<file path="config.mk">
export PLATFORM = sky130hd
export DESIGN_NAME = cubic_bezier_spline_sampler_flat
export DESIGN_NICKNAME = d
export VERILOG_FILES = /design/src/rtl/cbss_pkg.sv /design/src/rtl/cbss_if.sv /design/src/rtl/cbss_div.sv /design/src/rtl/cbss_dp.sv /design/src/rtl/cbss_ctrl.sv /design/src/rtl/cubic_bezier_spline_sampler.sv /design/src/flat_wrapper.sv
export SDC_FILE = /design/constraint.sdc
export NUM_CORES = 2
export LEC_CHECK = 0
export BUFFER_PORTS_ARGS = -buffer_cell sky130_fd_sc_hd__buf_2
export CORE_UTILIZATION = 50
export CTS_CLUSTER_DIAMETER = 60
export DETAILED_ROUTE_END_ITERATION = 12
export GPL_TIMING_DRIVEN = 0
export PLACE_DENSITY = 0.68
export SLEW_MARGIN = 20
export SYNTH_ARGS = -nofsm -noshare
export SYNTH_HDL_FRONTEND = slang
export SYNTH_SLANG_ARGS = --single-unit
</file>
<file path="constraint.sdc">
create_clock -name clk -period 16.6 [get_ports clk]
set_clock_uncertainty 0.2 [all_clocks]
set_input_delay 4.98 -clock clk [delete_from_list [all_inputs] [get_ports clk]]
set_output_delay 4.98 -clock clk [all_outputs]
set_load 0.02 [all_outputs]
</file>
<file path="src/rtl/cbss_pkg.sv">
// ----------------------------------------------------------------------------
// cbss_pkg
// Types and constants shared by the spline sampler modules.
// ----------------------------------------------------------------------------
package cbss_pkg;

	localparam int T_W       = 17;            // t and u in Q16, up to 1.0
	localparam int UU_W      = 33;            // u*u and t*t, up to 2^32
	localparam int WT_W      = 33;            // rounded weights in Q32
	localparam int MA_W      = 34;            // signed weight-side operand
	localparam int DIV_CNT_W = 5;
	localparam int CFG_IDX_W = 1;
	localparam int CFG_DAT_W = 6;

	localparam logic [T_W-1:0] T_ONE = 17'h10000;

	typedef enum logic [CFG_IDX_W-1:0] {
		CFG_CLOSED_LOOP = 1'b0,
		CFG_SEGMENTS    = 1'b1
	} cfg_idx_t;

	typedef enum logic [3:0] {
		OP_UU, OP_TT, OP_W0, OP_W1, OP_W2, OP_W3,
		OP_MX0, OP_MX1, OP_MX2, OP_MX3,
		OP_MY0, OP_MY1, OP_MY2, OP_MY3
	} op_t;

	typedef enum logic [2:0] {
		ST_IDLE, ST_DIV, ST_FIRST, ST_SEG, ST_STEP, ST_CALC, ST_DRAIN, ST_EMIT
	} state_t;

	typedef struct packed {
		logic load_in;
		logic div_start;
		logic seg_load;
		logic seg_sel;
		logic t_step;
		logic op_valid;
		op_t  op;
		logic emit;
		logic emit_first;
		logic emit_last;
		logic store_first;
		logic store_prev;
	} cmd_t;

	typedef struct packed {
		logic div_done;
		logic out_free;
	} status_t;

endpackage

</file>
<file path="src/rtl/cbss_if.sv">
// ----------------------------------------------------------------------------
// cbss_if
// Channel interfaces for control points and curve samples.
// ----------------------------------------------------------------------------
interface cbss_pt_if #(parameter int COORD_BITS = 16);
	logic                         valid;
	logic                         ready;
	logic signed [COORD_BITS-1:0] point_x;
	logic signed [COORD_BITS-1:0] point_y;
	logic signed [COORD_BITS-1:0] arrive_x;
	logic signed [COORD_BITS-1:0] arrive_y;
	logic signed [COORD_BITS-1:0] leave_x;
	logic signed [COORD_BITS-1:0] leave_y;
	logic                         final_point;

	modport source (output valid, point_x, point_y, arrive_x, arrive_y, leave_x, leave_y,
		final_point, input ready);
	modport sink (input valid, point_x, point_y, arrive_x, arrive_y, leave_x, leave_y,
		final_point, output ready);
endinterface

interface cbss_smp_if #(parameter int COORD_BITS = 16);
	logic                         valid;
	logic                         ready;
	logic signed [COORD_BITS-1:0] sample_x;
	logic signed [COORD_BITS-1:0] sample_y;
	logic                         last_of_run;

	modport source (output valid, sample_x, sample_y, last_of_run, input ready);
	modport sink (input valid, sample_x, sample_y, last_of_run, output ready);
endinterface

</file>
<file path="src/rtl/cbss_div.sv">
// ----------------------------------------------------------------------------
// cbss_div
// Restoring divider: 2^16 / steps, one quotient bit per cycle.
// ----------------------------------------------------------------------------
module cbss_div
	import cbss_pkg::*;
#(
	parameter int SW = 6
) (
	input  logic                 clk,
	input  logic                 arst_n,
	input  logic                 start,
	input  logic [SW-1:0]        divisor,
	output logic                 done,
	output logic [T_W-1:0]       quo,
	output logic [SW-1:0]        rem
);

	logic                 busy_q;
	logic                 done_q;
	logic [DIV_CNT_W-1:0] cnt_q;
	logic [SW-1:0]        rem_q;
	logic [T_W-1:0]       quo_q;
	logic [SW:0]          trial;
	logic                 ge;

	always_comb begin
		trial = {rem_q, (cnt_q == DIV_CNT_W'(T_W - 1))};
		ge    = trial >= {1'b0, divisor};
	end

	always_ff @(posedge clk or negedge arst_n) begin
		if (!arst_n) begin
			busy_q <= 1'b0;
			done_q <= 1'b0;
			cnt_q  <= '0;
		end else begin
			done_q <= 1'b0;
			if (start) begin
				busy_q <= 1'b1;
				cnt_q  <= DIV_CNT_W'(T_W - 1);
			end else if (busy_q) begin
				cnt_q <= cnt_q - 1'b1;
				if (cnt_q == '0) begin
					busy_q <= 1'b0;
					done_q <= 1'b1;
				end
			end
		end
	end

	always_ff @(posedge clk) begin
		if (start) begin
			rem_q <= '0;
			quo_q <= '0;
		end else if (busy_q) begin
			rem_q <= ge ? SW'(trial - {1'b0, divisor}) : SW'(trial);
			quo_q <= {quo_q[T_W-2:0], ge};
		end
	end

	assign done = done_q;
	assign quo  = quo_q;
	assign rem  = rem_q;

endmodule

</file>
<file path="src/rtl/cbss_dp.sv">
// ----------------------------------------------------------------------------
// cbss_dp
// Datapath: point storage, T stepping, shared multiplier, accumulator, output.
// ----------------------------------------------------------------------------
module cbss_dp
	import cbss_pkg::*;
#(
	parameter int COORD_BITS = 16,
	parameter int SW         = 6
) (
	input  logic                         clk,
	input  logic                         arst_n,
	input  cmd_t                         cmd,
	output status_t                      status,
	input  logic [SW-1:0]                steps,
	input  logic signed [COORD_BITS-1:0] pt_x,
	input  logic signed [COORD_BITS-1:0] pt_y,
	input  logic signed [COORD_BITS-1:0] arr_x,
	input  logic signed [COORD_BITS-1:0] arr_y,
	input  logic signed [COORD_BITS-1:0] lea_x,
	input  logic signed [COORD_BITS-1:0] lea_y,
	cbss_smp_if.source                   samples
);

	localparam int CB = COORD_BITS;
	localparam int CP = CB + 1;
	localparam int MB = (CP > 19) ? CP : 19;
	localparam int PW = MA_W + MB;
	localparam int AW = PW + 2;
	localparam int RW = AW - 32;
	localparam logic signed [AW-1:0] HALF = AW'(1) << 31;

	logic signed [CB-1:0] in_lx_q, in_ly_q, in_ax_q, in_ay_q, in_ex_q, in_ey_q;
	logic signed [CB-1:0] first_lx_q, first_ly_q, first_ax_q, first_ay_q;
	logic signed [CB-1:0] prev_lx_q, prev_ly_q, prev_ex_q, prev_ey_q;
	logic signed [CP-1:0] px_q [4];
	logic signed [CP-1:0] py_q [4];

	logic                 div_done;
	logic [T_W-1:0]       q0;
	logic [SW-1:0]        r0;
	logic [T_W-1:0]       t_q;
	logic [SW-1:0]        racc_q;
	logic [SW:0]          rsum;
	logic [T_W-1:0]       u;
	logic [T_W:0]         t3, u3;

	logic [UU_W-1:0]      uu_q, tt_q;
	logic [WT_W-1:0]      w_q [4];
	logic signed [MA_W-1:0] a_op;
	logic signed [MB-1:0]   b_op;
	logic signed [PW-1:0]   prod_s1;
	op_t                    op_s1;
	logic                   opv_s1;
	logic signed [AW-1:0]   acc_q, acc_base, acc_next, rnd;
	logic [WT_W-1:0]        wr;

	logic                 out_valid_q;
	logic signed [CB-1:0] out_x_q, out_y_q, res_x_q, res_y_q;
	logic                 out_last_q;

	function automatic logic signed [CB-1:0] sat(input logic signed [AW-1:0] r);
		logic signed [RW-1:0] v;
		v = r[AW-1:32];
		if (&v[RW-1:CB-1] || ~|v[RW-1:CB-1])
			return v[CB-1:0];
		else
			return v[RW-1] ? {1'b1, {(CB-1){1'b0}}} : {1'b0, {(CB-1){1'b1}}};
	endfunction

	cbss_div #(.SW(SW)) u_div (
		.clk     (clk),
		.arst_n  (arst_n),
		.start   (cmd.div_start),
		.divisor (steps),
		.done    (div_done),
		.quo     (q0),
		.rem     (r0)
	);

	always_ff @(posedge clk) begin
		if (cmd.load_in) begin
			in_lx_q <= pt_x;
			in_ly_q <= pt_y;
			in_ax_q <= arr_x;
			in_ay_q <= arr_y;
			in_ex_q <= lea_x;
			in_ey_q <= lea_y;
		end
		if (cmd.store_first) begin
			first_lx_q <= in_lx_q;
			first_ly_q <= in_ly_q;
			first_ax_q <= in_ax_q;
			first_ay_q <= in_ay_q;
		end
		if (cmd.store_prev) begin
			prev_lx_q <= in_lx_q;
			prev_ly_q <= in_ly_q;
			prev_ex_q <= in_ex_q;
			prev_ey_q <= in_ey_q;
		end
		if (cmd.seg_load) begin
			if (!cmd.seg_sel) begin
				px_q[0] <= CP'(prev_lx_q);
				px_q[1] <= CP'(prev_lx_q) + CP'(prev_ex_q);
				px_q[2] <= CP'(in_lx_q) + CP'(in_ax_q);
				px_q[3] <= CP'(in_lx_q);
				py_q[0] <= CP'(prev_ly_q);
				py_q[1] <= CP'(prev_ly_q) + CP'(prev_ey_q);
				py_q[2] <= CP'(in_ly_q) + CP'(in_ay_q);
				py_q[3] <= CP'(in_ly_q);
			end else begin
				px_q[0] <= CP'(in_lx_q);
				px_q[1] <= CP'(in_lx_q) + CP'(in_ex_q);
				px_q[2] <= CP'(first_lx_q) + CP'(first_ax_q);
				px_q[3] <= CP'(first_lx_q);
				py_q[0] <= CP'(in_ly_q);
				py_q[1] <= CP'(in_ly_q) + CP'(in_ey_q);
				py_q[2] <= CP'(first_ly_q) + CP'(first_ay_q);
				py_q[3] <= CP'(first_ly_q);
			end
		end
	end

	// t advances by q0 plus a carry from the remainder
	assign rsum = {1'b0, racc_q} + {1'b0, r0};
	assign u    = T_ONE - t_q;
	assign t3   = ({1'b0, t_q} << 1) + {1'b0, t_q};
	assign u3   = ({1'b0, u} << 1) + {1'b0, u};

	always_ff @(posedge clk) begin
		if (cmd.seg_load) begin
			t_q    <= '0;
			racc_q <= '0;
		end else if (cmd.t_step) begin
			if (rsum >= {1'b0, steps}) begin
				racc_q <= SW'(rsum - {1'b0, steps});
				t_q    <= t_q + q0 + 1'b1;
			end else begin
				racc_q <= SW'(rsum);
				t_q    <= t_q + q0;
			end
		end
	end

	always_comb begin
		a_op = '0;
		b_op = '0;
		case (cmd.op)
			OP_UU:   begin a_op = MA_W'(u);    b_op = MB'(u);     end
			OP_TT:   begin a_op = MA_W'(t_q);  b_op = MB'(t_q);   end
			OP_W0:   begin a_op = MA_W'(uu_q); b_op = MB'(u);     end
			OP_W1:   begin a_op = MA_W'(uu_q); b_op = MB'(t3);    end
			OP_W2:   begin a_op = MA_W'(tt_q); b_op = MB'(u3);    end
			OP_W3:   begin a_op = MA_W'(tt_q); b_op = MB'(t_q);   end
			OP_MX0:  begin a_op = MA_W'(w_q[0]); b_op = MB'(px_q[0]); end
			OP_MX1:  begin a_op = MA_W'(w_q[1]); b_op = MB'(px_q[1]); end
			OP_MX2:  begin a_op = MA_W'(w_q[2]); b_op = MB'(px_q[2]); end
			OP_MX3:  begin a_op = MA_W'(w_q[3]); b_op = MB'(px_q[3]); end
			OP_MY0:  begin a_op = MA_W'(w_q[0]); b_op = MB'(py_q[0]); end
			OP_MY1:  begin a_op = MA_W'(w_q[1]); b_op = MB'(py_q[1]); end
			OP_MY2:  begin a_op = MA_W'(w_q[2]); b_op = MB'(py_q[2]); end
			OP_MY3:  begin a_op = MA_W'(w_q[3]); b_op = MB'(py_q[3]); end
			default: begin a_op = '0; b_op = '0; end
		endcase
	end

	always_ff @(posedge clk or negedge arst_n) begin
		if (!arst_n) begin
			opv_s1 <= 1'b0;
		end else begin
			opv_s1 <= cmd.op_valid;
		end
	end

	always_ff @(posedge clk) begin
		prod_s1 <= a_op * b_op;
		op_s1   <= cmd.op;
	end

	// weight rounding to Q32 and accumulate with rounding to Q0
	always_comb begin
		wr       = prod_s1[WT_W+15:16] + WT_W'(prod_s1[15]);
		acc_base = (op_s1 == OP_MX0 || op_s1 == OP_MY0) ? '0 : acc_q;
		acc_next = acc_base + AW'(prod_s1);
		rnd      = (acc_next + HALF) >>> 32;
	end

	always_ff @(posedge clk) begin
		if (opv_s1) begin
			case (op_s1)
				OP_UU:   uu_q   <= prod_s1[UU_W-1:0];
				OP_TT:   tt_q   <= prod_s1[UU_W-1:0];
				OP_W0:   w_q[0] <= wr;
				OP_W1:   w_q[1] <= wr;
				OP_W2:   w_q[2] <= wr;
				OP_W3:   w_q[3] <= wr;
				OP_MX3: begin
					acc_q   <= acc_next;
					res_x_q <= sat(rnd << 32);
				end
				OP_MY3: begin
					acc_q   <= acc_next;
					res_y_q <= sat(rnd << 32);
				end
				default: acc_q <= acc_next;
			endcase
		end
	end

	always_ff @(posedge clk or negedge arst_n) begin
		if (!arst_n) begin
			out_valid_q <= 1'b0;
		end else if (cmd.emit) begin
			out_valid_q <= 1'b1;
		end else if (samples.ready) begin
			out_valid_q <= 1'b0;
		end
	end

	always_ff @(posedge clk) begin
		if (cmd.emit) begin
			out_x_q    <= cmd.emit_first ? in_lx_q : res_x_q;
			out_y_q    <= cmd.emit_first ? in_ly_q : res_y_q;
			out_last_q <= cmd.emit_last;
		end
	end

	assign samples.valid       = out_valid_q;
	assign samples.sample_x    = out_x_q;
	assign samples.sample_y    = out_y_q;
	assign samples.last_of_run = out_last_q;

	assign status.div_done = div_done;
	assign status.out_free = !out_valid_q || samples.ready;

endmodule

</file>
<file path="src/rtl/cbss_ctrl.sv">
// ----------------------------------------------------------------------------
// cbss_ctrl
// Controller: sequences division, segments, samples and multiply ops.
// ----------------------------------------------------------------------------
module cbss_ctrl
	import cbss_pkg::*;
#(
	parameter int SW = 6
) (
	input  logic          clk,
	input  logic          arst_n,
	input  logic          in_fire,
	input  logic          in_final,
	input  logic          closed,
	input  logic [SW-1:0] steps,
	input  status_t       status,
	output cmd_t          cmd,
	output logic          idle
);

	state_t        state_q, state_d;
	logic          fin_q, have_first_q, seg_q;
	logic [SW-1:0] k_q;
	op_t           op_q;
	logic [SW-1:0] cnt;
	logic          more;
	logic          seg_end;
	logic          last;

	always_comb begin
		more    = fin_q && closed && (steps != SW'(1));
		cnt     = seg_q ? steps - 1'b1 : steps;
		seg_end = k_q == cnt;
		last    = seg_end && (seg_q || !more);
	end

	always_comb begin
		state_d = state_q;
		case (state_q)
			ST_IDLE:  if (in_fire) state_d = ST_DIV;
			ST_DIV: begin
				if (status.div_done) begin
					if (have_first_q)
						state_d = ST_SEG;
					else
						state_d = fin_q ? ST_IDLE : ST_FIRST;
				end
			end
			ST_FIRST: if (status.out_free) state_d = ST_IDLE;
			ST_SEG:   state_d = ST_STEP;
			ST_STEP:  state_d = ST_CALC;
			ST_CALC:  if (op_q == OP_MY3) state_d = ST_DRAIN;
			ST_DRAIN: state_d = ST_EMIT;
			ST_EMIT: begin
				if (status.out_free) begin
					if (!seg_end)
						state_d = ST_STEP;
					else
						state_d = (!seg_q && more) ? ST_SEG : ST_IDLE;
				end
			end
			default:  state_d = ST_IDLE;
		endcase
	end

	always_comb begin
		cmd  = '0;
		idle = state_q == ST_IDLE;
		case (state_q)
			ST_IDLE: begin
				cmd.load_in   = in_fire;
				cmd.div_start = in_fire;
			end
			ST_FIRST: begin
				cmd.emit        = status.out_free;
				cmd.emit_first  = 1'b1;
				cmd.emit_last   = 1'b1;
				cmd.store_first = status.out_free;
				cmd.store_prev  = status.out_free;
			end
			ST_SEG: begin
				cmd.seg_load = 1'b1;
				cmd.seg_sel  = seg_q;
			end
			ST_STEP:  cmd.t_step = 1'b1;
			ST_CALC: begin
				cmd.op_valid = 1'b1;
				cmd.op       = op_q;
			end
			ST_EMIT: begin
				cmd.emit       = status.out_free;
				cmd.emit_last  = last;
				cmd.store_prev = status.out_free && seg_end && !seg_q && !fin_q;
			end
			default: cmd = '0;
		endcase
	end

	always_ff @(posedge clk or negedge arst_n) begin
		if (!arst_n) begin
			state_q      <= ST_IDLE;
			fin_q        <= 1'b0;
			have_first_q <= 1'b0;
			seg_q        <= 1'b0;
			k_q          <= '0;
			op_q         <= OP_UU;
		end else begin
			state_q <= state_d;
			case (state_q)
				ST_IDLE: begin
					if (in_fire) begin
						fin_q <= in_final;
						seg_q <= 1'b0;
					end
				end
				ST_FIRST: if (status.out_free) have_first_q <= 1'b1;
				ST_SEG:   k_q <= '0;
				ST_STEP: begin
					k_q  <= k_q + 1'b1;
					op_q <= OP_UU;
				end
				ST_CALC:  if (op_q != OP_MY3) op_q <= op_t'(op_q + 1'b1);
				ST_EMIT: begin
					if (status.out_free && seg_end) begin
						if (!seg_q && more)
							seg_q <= 1'b1;
						else if (fin_q)
							have_first_q <= 1'b0;
					end
				end
				default: ;
			endcase
		end
	end

endmodule

</file>
<file path="src/rtl/cubic_bezier_spline_sampler.sv">
// ----------------------------------------------------------------------------
// cubic_bezier_spline_sampler
// Samples a cubic Bezier spline from a stream of control points.
//
//   channel   dir   payload
//   points    in    point/arrive/leave x,y, final_point
//   samples   out   sample_x, sample_y, last_of_run
//   cfg       in    cfg_wr_en, cfg_index, cfg_data
//
// One item at a time: setup runs the 2^16/steps divider, then each sample
// is computed by the 14 ops on the one shared multiplier. Reset clears
// control state only.
// A stalled output holds the sequencer in its emit or first-point step.
// ----------------------------------------------------------------------------
module cubic_bezier_spline_sampler
	import cbss_pkg::*;
#(
	parameter int MAX_STEPS  = 32,
	parameter int COORD_BITS = 16
) (
	input  logic                 clk,
	input  logic                 arst_n,
	input  logic                 cfg_wr_en,
	input  logic [CFG_IDX_W-1:0] cfg_index,
	input  logic [CFG_DAT_W-1:0] cfg_data,
	cbss_pt_if.sink              points,
	cbss_smp_if.source           samples
);

	localparam int SW = $clog2(MAX_STEPS + 1);

	logic                 closed_q;
	logic [CFG_DAT_W-1:0] spc_q;
	logic [SW-1:0]        steps;
	logic                 idle;
	logic                 in_fire;
	cmd_t                 cmd;
	status_t              status;

	always_ff @(posedge clk or negedge arst_n) begin
		if (!arst_n) begin
			closed_q <= 1'b0;
			spc_q    <= CFG_DAT_W'(8);
		end else if (cfg_wr_en) begin
			case (cfg_idx_t'(cfg_index))
				CFG_CLOSED_LOOP: closed_q <= cfg_data[0];
				CFG_SEGMENTS:    spc_q    <= cfg_data;
				default: ;
			endcase
		end
	end

	always_comb begin
		if (spc_q == '0)
			steps = SW'(1);
		else if (spc_q > CFG_DAT_W'(MAX_STEPS))
			steps = SW'(MAX_STEPS);
		else
			steps = SW'(spc_q);
	end

	assign points.ready = idle;
	assign in_fire      = points.valid && idle;

	cbss_ctrl #(.SW(SW)) u_ctrl (
		.clk      (clk),
		.arst_n   (arst_n),
		.in_fire  (in_fire),
		.in_final (points.final_point),
		.closed   (closed_q),
		.steps    (steps),
		.status   (status),
		.cmd      (cmd),
		.idle     (idle)
	);

	cbss_dp #(.COORD_BITS(COORD_BITS), .SW(SW)) u_dp (
		.clk     (clk),
		.arst_n  (arst_n),
		.cmd     (cmd),
		.status  (status),
		.steps   (steps),
		.pt_x    (points.point_x),
		.pt_y    (points.point_y),
		.arr_x   (points.arrive_x),
		.arr_y   (points.arrive_y),
		.lea_x   (points.leave_x),
		.lea_y   (points.leave_y),
		.samples (samples)
	);

endmodule

</file>
<file path="src/flat_wrapper.sv">
// flat-port wrapper written by rule: the top's interface ports become plain ports
module cubic_bezier_spline_sampler_flat import cbss_pkg::*;
#(
	parameter int MAX_STEPS  = 32,
	parameter int COORD_BITS = 16
)
  (clk, arst_n, cfg_wr_en, cfg_index, cfg_data, points_valid, points_point_x, points_point_y, points_arrive_x, points_arrive_y, points_leave_x, points_leave_y, points_final_point, points_ready, samples_valid, samples_sample_x, samples_sample_y, samples_last_of_run, samples_ready);
  cbss_pt_if #(.COORD_BITS(COORD_BITS)) points_i ();
  cbss_smp_if #(.COORD_BITS(COORD_BITS)) samples_i ();
  input  logic clk;
  input  logic arst_n;
  input  logic cfg_wr_en;
  input  logic [CFG_IDX_W-1:0] cfg_index;
  input  logic [CFG_DAT_W-1:0] cfg_data;
  input wire logic [$bits(points_i.valid)-1:0] points_valid;
  input wire logic [$bits(points_i.point_x)-1:0] points_point_x;
  input wire logic [$bits(points_i.point_y)-1:0] points_point_y;
  input wire logic [$bits(points_i.arrive_x)-1:0] points_arrive_x;
  input wire logic [$bits(points_i.arrive_y)-1:0] points_arrive_y;
  input wire logic [$bits(points_i.leave_x)-1:0] points_leave_x;
  input wire logic [$bits(points_i.leave_y)-1:0] points_leave_y;
  input wire logic [$bits(points_i.final_point)-1:0] points_final_point;
  output wire logic [$bits(points_i.ready)-1:0] points_ready;
  output wire logic [$bits(samples_i.valid)-1:0] samples_valid;
  output wire logic [$bits(samples_i.sample_x)-1:0] samples_sample_x;
  output wire logic [$bits(samples_i.sample_y)-1:0] samples_sample_y;
  output wire logic [$bits(samples_i.last_of_run)-1:0] samples_last_of_run;
  input wire logic [$bits(samples_i.ready)-1:0] samples_ready;
  assign points_i.valid = points_valid;
  assign points_i.point_x = points_point_x;
  assign points_i.point_y = points_point_y;
  assign points_i.arrive_x = points_arrive_x;
  assign points_i.arrive_y = points_arrive_y;
  assign points_i.leave_x = points_leave_x;
  assign points_i.leave_y = points_leave_y;
  assign points_i.final_point = points_final_point;
  assign points_ready = points_i.ready;
  assign samples_valid = samples_i.valid;
  assign samples_sample_x = samples_i.sample_x;
  assign samples_sample_y = samples_i.sample_y;
  assign samples_last_of_run = samples_i.last_of_run;
  assign samples_i.ready = samples_ready;
  cubic_bezier_spline_sampler #(.MAX_STEPS(MAX_STEPS), .COORD_BITS(COORD_BITS)) u_core (.clk(clk), .arst_n(arst_n), .cfg_wr_en(cfg_wr_en), .cfg_index(cfg_index), .cfg_data(cfg_data), .points(points_i), .samples(samples_i));
endmodule
</file>
==> results.md <==
| Item | This run |
| --- | --- |
| Quantity of gates resized following cts | 0 |
| Critical Path Source Type | register |
| Cell at the root of the clock tree | clkbuf_16 |
| Fraction of synthesis flops using an asynchronous set or reset pin | 3.96% |
| CTS tree | yes |
| Multiplexer fraction of the synthesized cell area | 0.849% |
| Setup-failing EPs final | 0 |
| Via count of the first global-routing pass | 46420 |
| Adder-cell share of the synthesized area | 26.7% |
| Max Transition Viols Final | 0 |
| Worst-skew pair later-pin latency | 680 ps |
| RSZ-0062 raised after global routing | no |
| Critical Path Fanout Max | 10 |
| Compound-cell area share of the yosys netlist | 11.3% |
| Die extent in x | 355 um |
| Relative slew margins | 20.3% |
| Number of routed nets with antenna violations | 0 |
| Sum of net half-perimeters after detailed placement | 150000 um |
| Maximum single-stage delay on the critical path | 750 ps |
| Cell with the most instances on the worst path | fa_1 |
| Clock sink count | 809 |
| Origin of the worst min-delay path | u_core.u_dp.in_ey_q[14] |
| Instance count of the mapped netlist | 6049 |
| Via density | 5.85 |
| Signal arrival time at the worst endpoint | 13450 ps |
| Worst setup path class | register to register |
| Antenna violations before repair | 8 |
| Number of warnings reported in the yosys synthesis log | 0 |
| Actual slew at the worst max-slew pin | 1200 ps |
| Drt wl/cell | 23.7 um |
| Routed via count | 47027 |
| Min cycle time layout | 13110 ps |
| Most common cell after layout, fill and taps aside | nand2_1 |
| Area growth from synthesis to layout | 10.4% |
| Global-route total usage across every layer | 30.2% |
| Utilization of the core after routing | 55.7% |
| Syn_nets | 7162 |
| Bufs on Longest Clock Path | 3 |
| Num ports | 144 |
| Filler Cells Inserted | 10746 |
| Length of the first detailed-routing pass in iterations | 8 |
| Upper clock frequency limit | 76.3 MHz |
| Xor-xnor portion of the synthesized cell area | 4.51% |
| Setup tns final | 0 ps |
| Commonest cells after routing, fill and taps aside | nand2_1, inv_1, edfxtp_1 |
| Setup crit end kind | register |
| Yosys reg bits | 809 |
| Data required time of the critical path | 16940 ps |
| Largest net degree at the start of global routing | 89 |
| Worst reg2reg path startpoint | u_core.u_dp.t_q[1] |
| Outcome | finished clean |
| Fraction of the mapped netlist area in simple logic gates | 13.8% |
| Fraction of the yosys area taken by sequential cells | 37.1% |
| H-Tree Depth | 3 |
| Dominant combinational cell family by area after synthesis | adder cells |
| Post-route DRC violation count | 0 |
| Die Footprint | 126000 um2 |
| Number of max-capacitance violations reported | 0 |
| Inserted Clock Buffers | 87 |
| Routed wire length | 190000 um |
| Weighted congestion reported at the end of routability-driven placement | 0.980 |
| Worst Hold Class | register to register |
| Port buffer count | 143 |
| Post-route fraction of the period consumed by the critical path | 79.0% |
| Distinct cell type count after synthesis | 111 |
| Critical path startpoint | u_core.u_dp.t_q[1] |
| Clk slew on worst S/H paths | 60 ps |
| Post CTS Setup Buffer Count | 0 |
| Number of hold-repair buffers added at the cts stage | 0 |
| Die height | 355 um |
| Number of flops mapped to enable cells by yosys | 674 |
| Final hold violation count | 0 |
| Placeable core area | 124000 um2 |
| Dominant register cell in the synthesized netlist | edfxtp_1 |
| Number of nets in the layout | 7436 |
| Minimum setup slack in the final design | 3490 ps |
| Master of the slowest instance on the critical path | dfxtp_1 |
| Number of rows created at floorplan | 129 |
| First-pass GRT wire length | 285000 um |
| Initial standard-cell utilization of the core | 50.4% |
| Post-synthesis instance area | 62300 um2 |
| Fraction of layout instances using a drive strength above 1 | 7.34% |
| Leftover overflow at the end of global routing | 0 |
| Worst setup slack before clock tree synthesis | 3890 ps |
| First-iteration detailed-routing DRC count | 5444 |
| Mean Syn Cell Area | 10.3 um2 |
[synth_stat cells, types with 66 or more instances]
cell type | instances | area (um2)
nor2_1 | 308 | 1160
nand3_1 | 99 | 495
nand2_1 | 953 | 3580
clkbuf_1 | 187 | 702
inv_1 | 719 | 2700
and2_1 | 135 | 845
a21o_1 | 90 | 676
xor2_1 | 108 | 946
nor2b_1 | 86 | 538
fa_1 | 541 | 10800
a21oi_1 | 252 | 1260
edfxtp_1 | 674 | 20200
ha_1 | 463 | 5790
o21ai_0 | 195 | 976
xnor2_1 | 211 | 1850
nor3_1 | 66 | 330
dfxtp_1 | 103 | 2060
a22oi_1 | 86 | 646
[sequential cells by signal, indices dropped and copies added, names as in the netlist, 17 cells and up]
| signal | count |
|---|---|
| u_core.u_dp.w_q | 132 |
| u_core.u_dp.px_q | 66 |
| u_core.u_dp.py_q | 66 |
| u_core.u_dp.acc_q | 55 |
| u_core.u_dp.prod_s1 | 53 |
| u_core.u_dp.tt_q | 33 |
| u_core.u_dp.uu_q | 33 |
| u_core.u_dp.t_q | 17 |
| u_core.u_dp.u_div.quo | 17 |
[cells by family after synthesis]
| family | Yosys count |
|---|---|
| flip-flops | 809 |
| multiplexers | 51 |
| AO/OA/AOI/OAI | 1039 |
| XOR/XNOR | 320 |
| AND/OR/NAND/NOR | 1883 |
| adder cells (fa/ha/maj) | 1004 |
| buffers and inverters | 943 |
[through the flow]
stage               std cells  instance area, um2  hold slack, ps
floorplan                6049               62300             229
global placement         7829               65100             236
detailed placement       7871               65800             242
CTS                      8030               68800             248
global route             8032               68800             255
finish                   8035               68800             249
[layer usage]
metal / routed length [um] / up-vias / GRT usage, %
li1: - / 21190 / -
met1: 78100 / 23173 / 42.0
met2: 84200 / 2279 / 46.3
met3: 18900 / 377 / 5.56
met4: 8750 / 8 / 13.3
met5: 65 / - / 0
[path summary, 6_finish.rpt]
kind                       slack (ps)                         to  depth (start not counted)
max in group asynchronous       11450      u_core.u_ctrl.op_q[1]                          1
setup / recovery                 3490    u_core.u_dp.prod_s1[51]                         43
min in group asynchronous        4200        u_core.u_ctrl.fin_q                          1
hold / removal                    250  u_core.u_dp.prev_ey_q[14]                          0
setup reg to reg                 3490    u_core.u_dp.prod_s1[51]                         43
hold reg to reg                   250  u_core.u_dp.prev_ey_q[14]                          0
[cell type report]
class	instances	area (um2)	share of cell area [%]
buffer	221	931	1.35
clock inverter	50	687	0.998
inverter	722	2720	3.95
clock buffer	109	2310	3.36
sequential	809	23100	33.6
tap	1637	2050	2.98
timing repair buffer	185	1230	1.79
multi-input combinational	4297	35800	52.0
antenna	5	12.5	0.0182
[worst max-delay path, delay by kind of cell, from the launching register on]
family / cells / cell delay, ps
AND/OR/NAND/NOR: 8 / 1480
adder cells (fa/ha/maj): 10 / 4250
buffers and inverters: 4 / 1000
flip-flops: 1 / 750
AO/OA/AOI/OAI: 19 / 4700
XOR/XNOR: 2 / 540
Power is not shown: default switching activity piles up to over one toggle a cycle in this logic, so the estimate is an artifact.
